**src/rtl/bfsp_pkg.sv**
```systemverilog
package bfsp_pkg;

   // Field widths fixed by the stream formats
   localparam int VID_W      = 7;
   localparam int WGT_W      = 16;
   localparam int DIST_W     = 24;
   localparam int REQ_DATA_W = 32;
   localparam int RSP_DATA_W = 40;
   localparam int CSR_IDX_W  = 1;

   localparam int MAX_VERTICES_DEFAULT = 64;

   // Weight / distance markers
   localparam logic [WGT_W-1:0]  INF_WGT  = 16'd999;
   localparam logic [DIST_W-1:0] INF_DIST = 24'd999;
   localparam logic [DIST_W-1:0] DIST_MAX = 24'h7FFFFF;
   localparam logic [DIST_W-1:0] DIST_MIN = 24'h800000;

   // Request kinds (tuser)
   localparam logic OP_LOAD  = 1'b0;
   localparam logic OP_SOLVE = 1'b1;

   // Register indexes
   localparam logic [CSR_IDX_W-1:0] CSR_VERTEX_COUNT  = 1'd0;
   localparam logic [CSR_IDX_W-1:0] CSR_SOURCE_VERTEX = 1'd1;

   // Microprogram step addresses
   localparam logic [3:0] ST_IDLE   = 4'd0;
   localparam logic [3:0] ST_SEED   = 4'd1;
   localparam logic [3:0] ST_SDRAIN = 4'd2;
   localparam logic [3:0] ST_VINIT  = 4'd3;
   localparam logic [3:0] ST_VCHK   = 4'd4;
   localparam logic [3:0] ST_VLOAD  = 4'd5;
   localparam logic [3:0] ST_ULOOP  = 4'd6;
   localparam logic [3:0] ST_UDRAIN = 4'd7;
   localparam logic [3:0] ST_VWB    = 4'd8;
   localparam logic [3:0] ST_VNEXT  = 4'd9;
   localparam logic [3:0] ST_KNEXT  = 4'd10;
   localparam logic [3:0] ST_OINIT  = 4'd11;
   localparam logic [3:0] ST_ORD    = 4'd12;
   localparam logic [3:0] ST_OEMIT  = 4'd13;
   localparam logic [3:0] ST_RET    = 4'd14;

   // Counter operations
   localparam logic [1:0] CNT_HOLD = 2'd0;
   localparam logic [1:0] CNT_ONE  = 2'd1;
   localparam logic [1:0] CNT_INC  = 2'd2;

   // Memory read selections
   localparam logic [2:0] RD_NONE   = 3'd0;
   localparam logic [2:0] RD_SEED   = 3'd1;
   localparam logic [2:0] RD_RELAX  = 3'd2;
   localparam logic [2:0] RD_DIST_V = 3'd3;
   localparam logic [2:0] RD_OUT    = 3'd4;

   // Jump conditions
   localparam logic [2:0] JC_NONE    = 3'd0;
   localparam logic [2:0] JC_ALWAYS  = 3'd1;
   localparam logic [2:0] JC_SOLVE   = 3'd2;
   localparam logic [2:0] JC_NLAST_U = 3'd3;
   localparam logic [2:0] JC_NLAST_V = 3'd4;
   localparam logic [2:0] JC_NLAST_K = 3'd5;
   localparam logic [2:0] JC_N_ONE   = 3'd6;
   localparam logic [2:0] JC_V_IS_S  = 3'd7;

   typedef struct packed {
      logic       idle;
      logic       wait_out;
      logic [1:0] u_op;
      logic [1:0] v_op;
      logic [1:0] k_op;
      logic [2:0] rd_sel;
      logic       load_best;
      logic       write_back;
      logic       emit;
      logic [2:0] cond;
      logic [3:0] target;
   } ucode_type;

   typedef struct packed {
      logic             idle;
      logic [2:0]       rd_sel;
      logic             load_best;
      logic             write_back;
      logic             emit;
      logic [VID_W-1:0] u;
      logic [VID_W-1:0] v;
      logic [VID_W-1:0] n;
      logic [VID_W-1:0] s;
   } dp_ctrl_type;

   // Control store
   function automatic ucode_type ucode_rom(input logic [3:0] pc);
      ucode_type cw;
      cw = '0;
      unique case (pc)
         ST_IDLE: begin
            cw.idle = 1'b1; cw.u_op = CNT_ONE;
            cw.cond = JC_SOLVE; cw.target = ST_SEED;
         end
         ST_SEED: begin
            cw.rd_sel = RD_SEED; cw.u_op = CNT_INC;
            cw.cond = JC_NLAST_U; cw.target = ST_SEED;
         end
         ST_SDRAIN: begin
            cw.k_op = CNT_ONE; cw.cond = JC_N_ONE; cw.target = ST_OINIT;
         end
         ST_VINIT: begin
            cw.v_op = CNT_ONE;
         end
         ST_VCHK: begin
            cw.rd_sel = RD_DIST_V; cw.u_op = CNT_ONE;
            cw.cond = JC_V_IS_S; cw.target = ST_VNEXT;
         end
         ST_VLOAD: begin
            cw.load_best = 1'b1;
         end
         ST_ULOOP: begin
            cw.rd_sel = RD_RELAX; cw.u_op = CNT_INC;
            cw.cond = JC_NLAST_U; cw.target = ST_ULOOP;
         end
         ST_UDRAIN: begin
            cw.cond = JC_NONE;
         end
         ST_VWB: begin
            cw.write_back = 1'b1;
         end
         ST_VNEXT: begin
            cw.v_op = CNT_INC; cw.cond = JC_NLAST_V; cw.target = ST_VCHK;
         end
         ST_KNEXT: begin
            cw.k_op = CNT_INC; cw.cond = JC_NLAST_K; cw.target = ST_VINIT;
         end
         ST_OINIT: begin
            cw.u_op = CNT_ONE;
         end
         ST_ORD: begin
            cw.rd_sel = RD_OUT;
         end
         ST_OEMIT: begin
            cw.wait_out = 1'b1; cw.rd_sel = RD_OUT; cw.u_op = CNT_INC;
            cw.emit = 1'b1; cw.cond = JC_NLAST_U; cw.target = ST_ORD;
         end
         ST_RET: begin
            cw.cond = JC_ALWAYS; cw.target = ST_IDLE;
         end
         default: begin
            cw.cond = JC_ALWAYS; cw.target = ST_IDLE;
         end
      endcase
      return cw;
   endfunction

endpackage

```
**src/rtl/bfsp_seq.sv**
```systemverilog
module bfsp_seq #(
   parameter int MAX_VERTICES = bfsp_pkg::MAX_VERTICES_DEFAULT
) (
   input  logic                          clock,
   input  logic                          reset,
   input  logic                          req_tvalid,
   input  logic                          req_opcode,
   input  logic [bfsp_pkg::VID_W-1:0]    cfg_vertex_count,
   input  logic [bfsp_pkg::VID_W-1:0]    cfg_source_vertex,
   input  logic                          out_busy,
   output bfsp_pkg::dp_ctrl_type         ctrl
);

   localparam int VW = bfsp_pkg::VID_W;

   bfsp_pkg::ucode_type cw;
   logic [3:0]    pc_ff, pc_in;
   logic [VW-1:0] u_ff, u_in, v_ff, v_in, k_ff, k_in;
   logic [VW-1:0] n_ff, n_in, s_ff, s_in;
   logic [VW-1:0] n_eff, s_eff;
   logic          stall, take;

   assign cw    = bfsp_pkg::ucode_rom(pc_ff);
   assign stall = cw.wait_out & out_busy;

   // clamp configuration into the usable range
   always_comb begin
      if (cfg_vertex_count == '0) begin
         n_eff = VW'(1);
      end else if (32'(cfg_vertex_count) > MAX_VERTICES) begin
         n_eff = VW'(MAX_VERTICES);
      end else begin
         n_eff = cfg_vertex_count;
      end
      if (cfg_source_vertex == '0) begin
         s_eff = VW'(1);
      end else if (cfg_source_vertex > n_eff) begin
         s_eff = n_eff;
      end else begin
         s_eff = cfg_source_vertex;
      end
   end

   always_comb begin
      unique case (cw.cond)
         bfsp_pkg::JC_NONE:    take = 1'b0;
         bfsp_pkg::JC_ALWAYS:  take = 1'b1;
         bfsp_pkg::JC_SOLVE:   take = req_tvalid & (req_opcode == bfsp_pkg::OP_SOLVE);
         bfsp_pkg::JC_NLAST_U: take = (u_ff != n_ff);
         bfsp_pkg::JC_NLAST_V: take = (v_ff != n_ff);
         bfsp_pkg::JC_NLAST_K: take = (k_ff != VW'(n_ff - VW'(1)));
         bfsp_pkg::JC_N_ONE:   take = (n_ff == VW'(1));
         bfsp_pkg::JC_V_IS_S:  take = (v_ff == s_ff);
         default:              take = 1'b0;
      endcase
   end

   function automatic logic [VW-1:0] cnt_next(input logic [1:0] op, input logic [VW-1:0] c);
      logic [VW-1:0] r;
      unique case (op)
         bfsp_pkg::CNT_ONE: r = VW'(1);
         bfsp_pkg::CNT_INC: r = VW'(c + VW'(1));
         default:           r = c;
      endcase
      return r;
   endfunction

   always_comb begin
      pc_in = pc_ff;
      u_in  = u_ff;
      v_in  = v_ff;
      k_in  = k_ff;
      n_in  = n_ff;
      s_in  = s_ff;
      if (!stall) begin
         // hold the idle step until a solve arrives
         pc_in = take ? cw.target : (cw.idle ? pc_ff : 4'(pc_ff + 4'd1));
         u_in  = cnt_next(cw.u_op, u_ff);
         v_in  = cnt_next(cw.v_op, v_ff);
         k_in  = cnt_next(cw.k_op, k_ff);
      end
      // capture the run's geometry as the solve is taken
      if (cw.idle && take) begin
         n_in = n_eff;
         s_in = s_eff;
      end
   end

   always_ff @(posedge clock) begin
      if (reset) begin
         pc_ff <= bfsp_pkg::ST_IDLE;
         u_ff  <= VW'(1);
         v_ff  <= VW'(1);
         k_ff  <= VW'(1);
         n_ff  <= VW'(1);
         s_ff  <= VW'(1);
      end else begin
         pc_ff <= pc_in;
         u_ff  <= u_in;
         v_ff  <= v_in;
         k_ff  <= k_in;
         n_ff  <= n_in;
         s_ff  <= s_in;
      end
   end

   always_comb begin
      ctrl            = '0;
      ctrl.idle       = cw.idle;
      ctrl.rd_sel     = cw.rd_sel;
      ctrl.load_best  = cw.load_best;
      ctrl.write_back = cw.write_back;
      ctrl.emit       = cw.emit & ~stall;
      ctrl.u          = u_ff;
      ctrl.v          = v_ff;
      ctrl.n          = n_ff;
      ctrl.s          = s_ff;
   end

   a_uloop_range: assert property (@(posedge clock) disable iff (reset)
      (pc_ff == bfsp_pkg::ST_ULOOP) |-> (u_ff >= VW'(1) && u_ff <= n_ff))
      else $error("tail index out of range in relaxation loop");

   a_source_skipped: assert property (@(posedge clock) disable iff (reset)
      (pc_ff == bfsp_pkg::ST_VLOAD) |-> (v_ff != s_ff))
      else $error("source vertex entered relaxation");

   a_source_in_range: assert property (@(posedge clock) disable iff (reset)
      (pc_ff != bfsp_pkg::ST_IDLE) |-> (s_ff >= VW'(1) && s_ff <= n_ff))
      else $error("source outside vertex range during run");

   a_stall_holds: assert property (@(posedge clock) disable iff (reset)
      (pc_ff == bfsp_pkg::ST_OEMIT && out_busy) |=>
         (pc_ff == bfsp_pkg::ST_OEMIT && $stable(u_ff)))
      else $error("result step advanced while output was blocked");

endmodule

```
**config.mk**
```make
export PLATFORM = sky130hd
export DESIGN_NAME = bfsp_seq
export DESIGN_NICKNAME = d
export VERILOG_FILES = /design/src/rtl/bfsp_pkg.sv /design/src/rtl/bfsp_seq.sv
export SDC_FILE = /design/constraint.sdc
export NUM_CORES = 1
export LEC_CHECK = 0
export ABC_CLOCK_PERIOD_IN_PS = 3430
export BUFFER_PORTS_ARGS = -buffer_cell sky130_fd_sc_hd__clkbuf_2
export CAP_MARGIN = 5
export CORE_MARGIN = 3
export CORE_UTILIZATION = 50
export CTS_BUF_LIST = sky130_fd_sc_hd__clkbuf_8
export DETAILED_ROUTE_END_ITERATION = 8
export GPL_ROUTABILITY_DRIVEN = 1
export PLACE_DENSITY = 0.83
export SETUP_SLACK_MARGIN = 0.05
export SYNTH_ARGS = -nofsm -noshare
export SYNTH_HDL_FRONTEND = slang
export SYNTH_SLANG_ARGS = --single-unit
```
**constraint.sdc**
```tcl
create_clock -name clock -period 3.43 [get_ports clock]
set_input_delay 0.343 -clock clock [delete_from_list [all_inputs] [get_ports clock]]
set_output_delay 0.343 -clock clock [all_outputs]
set_load 0.005 [all_outputs]
```
# == Yosys cells after proc, flatten, opt, wreduce, memory -nomap -nowiden ==
# Index checks and enable logic that the tools add are counted.
# op_classes
add_sub_neg,5
order_cmp,2
eq_ne,32
n_mux,20
bitwise,4
reduce_logical,17
# ops
op,n
$pmux 7 s2,3
$mux 7,4
$pmux 4 s7,1
$eq 4x4->1 const B,6
$add 7x1->7 const B,3
$ne 7x7->1,3
$pmux 3 s7,1
$eq 4x3->1 const B,4
$logic_not 7->1,2
$eq 3x3->1 const B,4
$pmux 2 s2,3
$pmux 3 s4,1
$eq 4x2->1 const B,2
$mux 4,2
$pmux 1 s8,1
$reduce_and 2->1,4
$eq 7x1->1 const B,1
$eq 7x7->1,1
$gt 7x7->1,1
$gt 7x7->1 const B,1
$sub 7x1->7 const B,1
$eq 2x1->1 const B,3
$eq 2x2->1 const B,3
$eq 3x2->1 const B,2
14 further kinds,23
# totals
ff_bits,39
output_inout_bits,35
elab_cells,86

# == Depth between registers and ports, before layout ==
# depth
depth_word,7
ltp_mapped,14
depth_no_buf,13

# == Worst setup path before layout ==
# Ideal clock, no wire load.
# synth_timing
path_type,in2reg
startpoint,input cfg_vertex_count[6] (netlist bit)
endpoint,register s_ff[5]
arrival_time_ns,2.439
path_slack_ns,0.932
stages,10
cell_sequence,inv_1 > nand2_1 > ha_1 > a21o_1 > a21oi_1 > nor2b_1 > o31ai_2 > mux2_2 > a2111oi_0 > a31o_2
# synth_via
elab_chain_cells,6
# synth_rtl
item,line_no,rtl
"start, declared",bfsp_seq.sv:8,"input logic [bfsp_pkg::VID_W-1:0] cfg_vertex_count,"
$gt 7x7->1,bfsp_seq.sv:30,end else if (32'(cfg_vertex_count) > MAX_VERTICES) begin
$mux 7,bfsp_seq.sv:30,
$mux 7 (*),bfsp_seq.sv:28,if (cfg_vertex_count == '0) begin
$gt 7x7->1,bfsp_seq.sv:37,end else if (cfg_source_vertex > n_eff) begin
$mux 7 (*),bfsp_seq.sv:37,
$mux 7 (*),bfsp_seq.sv:35,if (cfg_source_vertex == '0) begin
"end signal, assigned",bfsp_seq.sv:103,s_ff <= s_in;
"end, declared",bfsp_seq.sv:19,"logic [VW-1:0] n_ff, n_in, s_ff, s_in;"
# Mark *: on every way between the ends. The rest lies on a longest branch, timed or not.
# A chain may end at the register's enable or synchronous reset.

# == Final worst setup path ==
# layout_timing
startpoint,register pc_ff[0]
endpoint,register s_ff[6]
# layout_via
elab_chain_cells,6
# layout_rtl
item,line_no,rtl
"start, declared",bfsp_seq.sv:17,"logic [3:0] pc_ff, pc_in;"
"start signal, assigned",bfsp_seq.sv:91,pc_ff <= bfsp_pkg::ST_IDLE;
"start signal, assigned",bfsp_seq.sv:98,pc_ff <= pc_in;
$eq 4x4->1 (tied with other cells),bfsp_pkg.sv:96,unique case (pc)
$reduce_or 6->1 (no source line) / $reduce_or 3->1 (equally long branches),n/a,
$pmux 3 s7,bfsp_pkg.sv:96,
$eq 3x3->1 (tied with other cells),bfsp_seq.sv:45,unique case (cw.cond)
$pmux 1 s8,bfsp_seq.sv:45,
$logic_and 1x1->1 (*),bfsp_seq.sv:83,if (cw.idle && take) begin
# Marked as above.

==> summary.md <==
| Metric | Value |
|---|---|
| Row count | `27` |
| CTS Buffer Depth | `2` |
| Switching Fraction | `48.2%` |
| Ys async rst share | `0%` |
| Total grt overflow | `0` |
| Top_reg_cell synth | `dfxtp_1` |
| Fin crit share | `86.5%` |
| Vias in the first global route | `2766` |
| Worst vdd ir | `0.427 mV` |
| Cell count after synthesis | `362` |
| Postcts setup bufs | `0` |
| Min Hold Slack | `~0.34 ns` |
| Count of final hold-check violations | `0` |
| Startpoint types | `flop` |
| P&R area growth vs syn | `12.6%` |
| CTS H-tree lvls | `2` |
| Most common cell after layout, fill and taps aside | `clkbuf_2` |
| Wirelength, routed | `7770 µm` |
| Final TNS setup | `0 ns` |
| Post-synth top area cell | `dfxtp_1` |
| P_leak | `1.41 nW` |
| Final Instance Count excl. Fillers | `481` |
| Fillers | `507` |
| Final worst clock skew | `0.00941 ns` |
| Max-slew violation count | `0` |
| FF-to-FF End | `s_ff[6]$_SDFFE_PP0P_` |
| Core Area | `5640 µm²` |
| Share of the synthesized area in the top cell type | `about a quarter` |
| DR vias/cell | `5.98` |
| Met1 wire length | `~3400 µm` |
| DP Cell Count | `473` |
| Comb power frac | `between 60% and 70%` |
| Final core area utilization | `between 50% and 60%` |
| Dpl hpwl | `a little under 6000 µm` |
| Die X | `about 83 µm` |
| Synthesis warning total | `0` |
| Via count | `2878` |
| Drc violations | `0` |
| Clock buffer count from CTS | `5` |
| Maxcap violations | `0` |
| DR WL met2 | `~3600 µm` |
| Worst reg2reg path depth | `9` |
| Port Buffers | `53` |
| Sink Count | `39` |
| Outcome | `completed` |
| Antenna-violating nets left | `0` |
| Sw Pwr | `between 0.001 and 0.0015 W` |
| Hold buffers post-CTS | `0` |
| Die Ht | `about 83 µm` |
| Initial antenna violation count | `0` |
| Worst-path maximum fanout | `9` |
| Initial Utilization | `a little over half` |
| Min-Delay Endpoint | `n_ff[6]$_SDFFE_PP0P_` |
| Multi-input logic area | `2040 µm²` |
| Clock power frac | `a little under an eighth` |
| Hold path start | `cfg_vertex_count[6]` |
| DR WL/cell | `around 16 µm` |
| Cell variety after synth | `between 50 and 60` |
| Routability congestion estimate | `~0.90` |
| CTS tree | `yes` |
| DIE AREA | `6960 µm²` |
| R2R Setup Slk | `0.46 ns` |
| Critical Path AT | `roughly 3.2 ns` |
| Share of cells above drive strength 1 | `~22%` |
| Worst min path class | `in2reg` |
| Nets | `~450` |
| PwrDens | `782 nW/µm²` |
| Post-synth EDFFs | `0` |
| Synth Cell Area | `around 3000 µm²` |
| Worst R2R Start | `pc_ff[0]$_SDFFE_PP0P_` |
| Min-Delay Path Depth | `3` |
| Reg power frac | `a little over a quarter` |
| Largest net degree at the start of global routing | `25` |
| Area contributors post-synth | `dfxtp_1, ha_1, xor2_1, xnor2_1, nor2_1` |
| RSZ-0062 raised after global routing | `false` |
| Most frequent cells in the layout | `clkbuf_2, dfxtp_1, nor2_1` |
| Power Total | `0.00264 W` |
| Top sig layer | `met4` |
| Synth Register Bits | `39` |
| WL met3 | `a little over 600 µm` |
| Root Buffer | `clkbuf_8` |
| Crit Path Class | `reg2reg` |
| Avg Cell Area, Syn | `roughly 8.3 µm²` |
| Total GRT Usage | `22.2%` |
| Tmin final | `a little under 3 ns` |
| DRT iter0 DRCs | `around 260` |
| Sequential area share after synthesis | `26.0%` |
| Antenna Cells | `0` |
| Worst slew pin tran | `roughly 1.1 ns` |
| TritonRoute pass-1 iters | `5` |
| Worst skew pair latency | `0.30 ns` |
| Fmax | `between 0.3 and 0.4 GHz` |
| Clock transition at the registers of the reported paths | `~0.080 ns` |
| Max transition margin | `~27%` |
| CP required | `3.63 ns` |
| Int Power | `about 0.0014 W` |
| IO Pins | `between 50 and 60` |
| Sequential Area | `~780 µm²` |
| Number of gates resized after CTS | `0` |
| CP Capture Type | `flop` |
| Final setup vio count | `0` |
| Syn_nets | `400` |
| First-pass GRT wire length | `13000 µm` |
[worst max-delay path, cell delays in order, from the launching register on]
cell,delay (ns)
dfxtp_1,0.42
inv_1,0.11
ha_1,0.22
and4bb_1,0.51
mux2i_1,0.25
o21ai_1,0.15
o41ai_4,0.55
buf_4,0.25
a2111oi_0,0.13
a31o_2,0.28
[cells in the mapped netlist (9+ instances only)]
| cell type | number |
|---|---|
| xnor2_1 | 20 |
| ha_1 | 19 |
| nor2_1 | 36 |
| o21ai_0 | 15 |
| nand4_1 | 9 |
| xor2_1 | 21 |
| inv_1 | 19 |
| nand2_1 | 31 |
| dfxtp_1 | 39 |
| nand2b_1 | 11 |
| a21oi_1 | 15 |
| clkbuf_1 | 11 |
[kinds of logic after synthesis]
logic type                 count (synthesis)  share of synthesized area (%)
AOI/OAI and AO/OA                         85                           22.6
xor gates and xnor gates                  41                           12.0
adders and majority gates                 19                           7.93
buffers and inverters                     40                           6.01
DFF                                       39                           26.0
muxes                                     12                           4.26
and+or+nand+nor                          126                           21.2
[worst max path at each step]
stage | start | end | cells past startpoint
3_5_place_dp | cfg_vertex_count[6] | s_ff[3]$_SDFFE_PP0P_ | 11
2_1_floorplan | cfg_vertex_count[6] | s_ff[5]$_SDFFE_PP0P_ | 10
6_report | pc_ff[0]$_SDFFE_PP0P_ | s_ff[6]$_SDFFE_PP0P_ | 9
5_1_grt | pc_ff[0]$_SDFFE_PP0P_ | s_ff[6]$_SDFFE_PP0P_ | 10
3_3_place_gp | pc_ff[1]$_SDFFE_PP0P_ | s_ff[6]$_SDFFE_PP0P_ | 9
4_1_cts | pc_ff[0]$_SDFFE_PP0P_ | s_ff[6]$_SDFFE_PP0P_ | 9
[state kept, by name (all words and copies together) (netlist names)]
register	count
k_ff	7
n_ff	7
pc_ff	4
s_ff	7
u_ff	7
v_ff	7
[power groups by stage]
| stage | clock network, W | logic, W | registers (W) |
|---|---|---|---|
| 6_report | 0.000301 | 0.00163 | 0.000709 |
| 5_1_grt | 0.000332 | 0.00178 | 0.000723 |
| 4_1_cts | 0.000303 | 0.00161 | 0.000705 |
| 3_5_place_dp | 0 | 0.00160 | 0.000715 |
| 3_3_place_gp | 0 | 0.00157 | 0.000715 |
| 2_1_floorplan | 0 | 0.00124 | 0.000670 |
[area by class of cell]
cell class	count	area share, %
multi-input cells	283	60.4
flip-flops and latches	39	23.1
repair buffers	59	9.20
well taps	72	2.67
inverters	20	2.22
clock buffers	5	2.04
clock inverters	3	0.371
[per-stage QoR]
| stage | instance area [µm²] | setup slack (ns) |
|---|---|---|
| 6_report | 3370 | 0.464 |
| 5_1_grt | 3370 | 0.278 |
| 4_1_cts | 3370 | 0.493 |
| 3_5_place_dp | 3290 | 0.495 |
| 3_3_place_gp | 3290 | 0.577 |
| 2_1_floorplan | 3000 | 0.932 |
[routing by layer]
| layer | up-vias | global-route usage (%) |
|---|---|---|
| li1 | 1395 | - |
| met5 | - | 0 |
| met4 | 0 | 6.73 |
| met3 | 20 | 5.75 |
| met1 | 1339 | 29.0 |
| met2 | 124 | 35.8 |
Power figures use the tool's default switching activity.
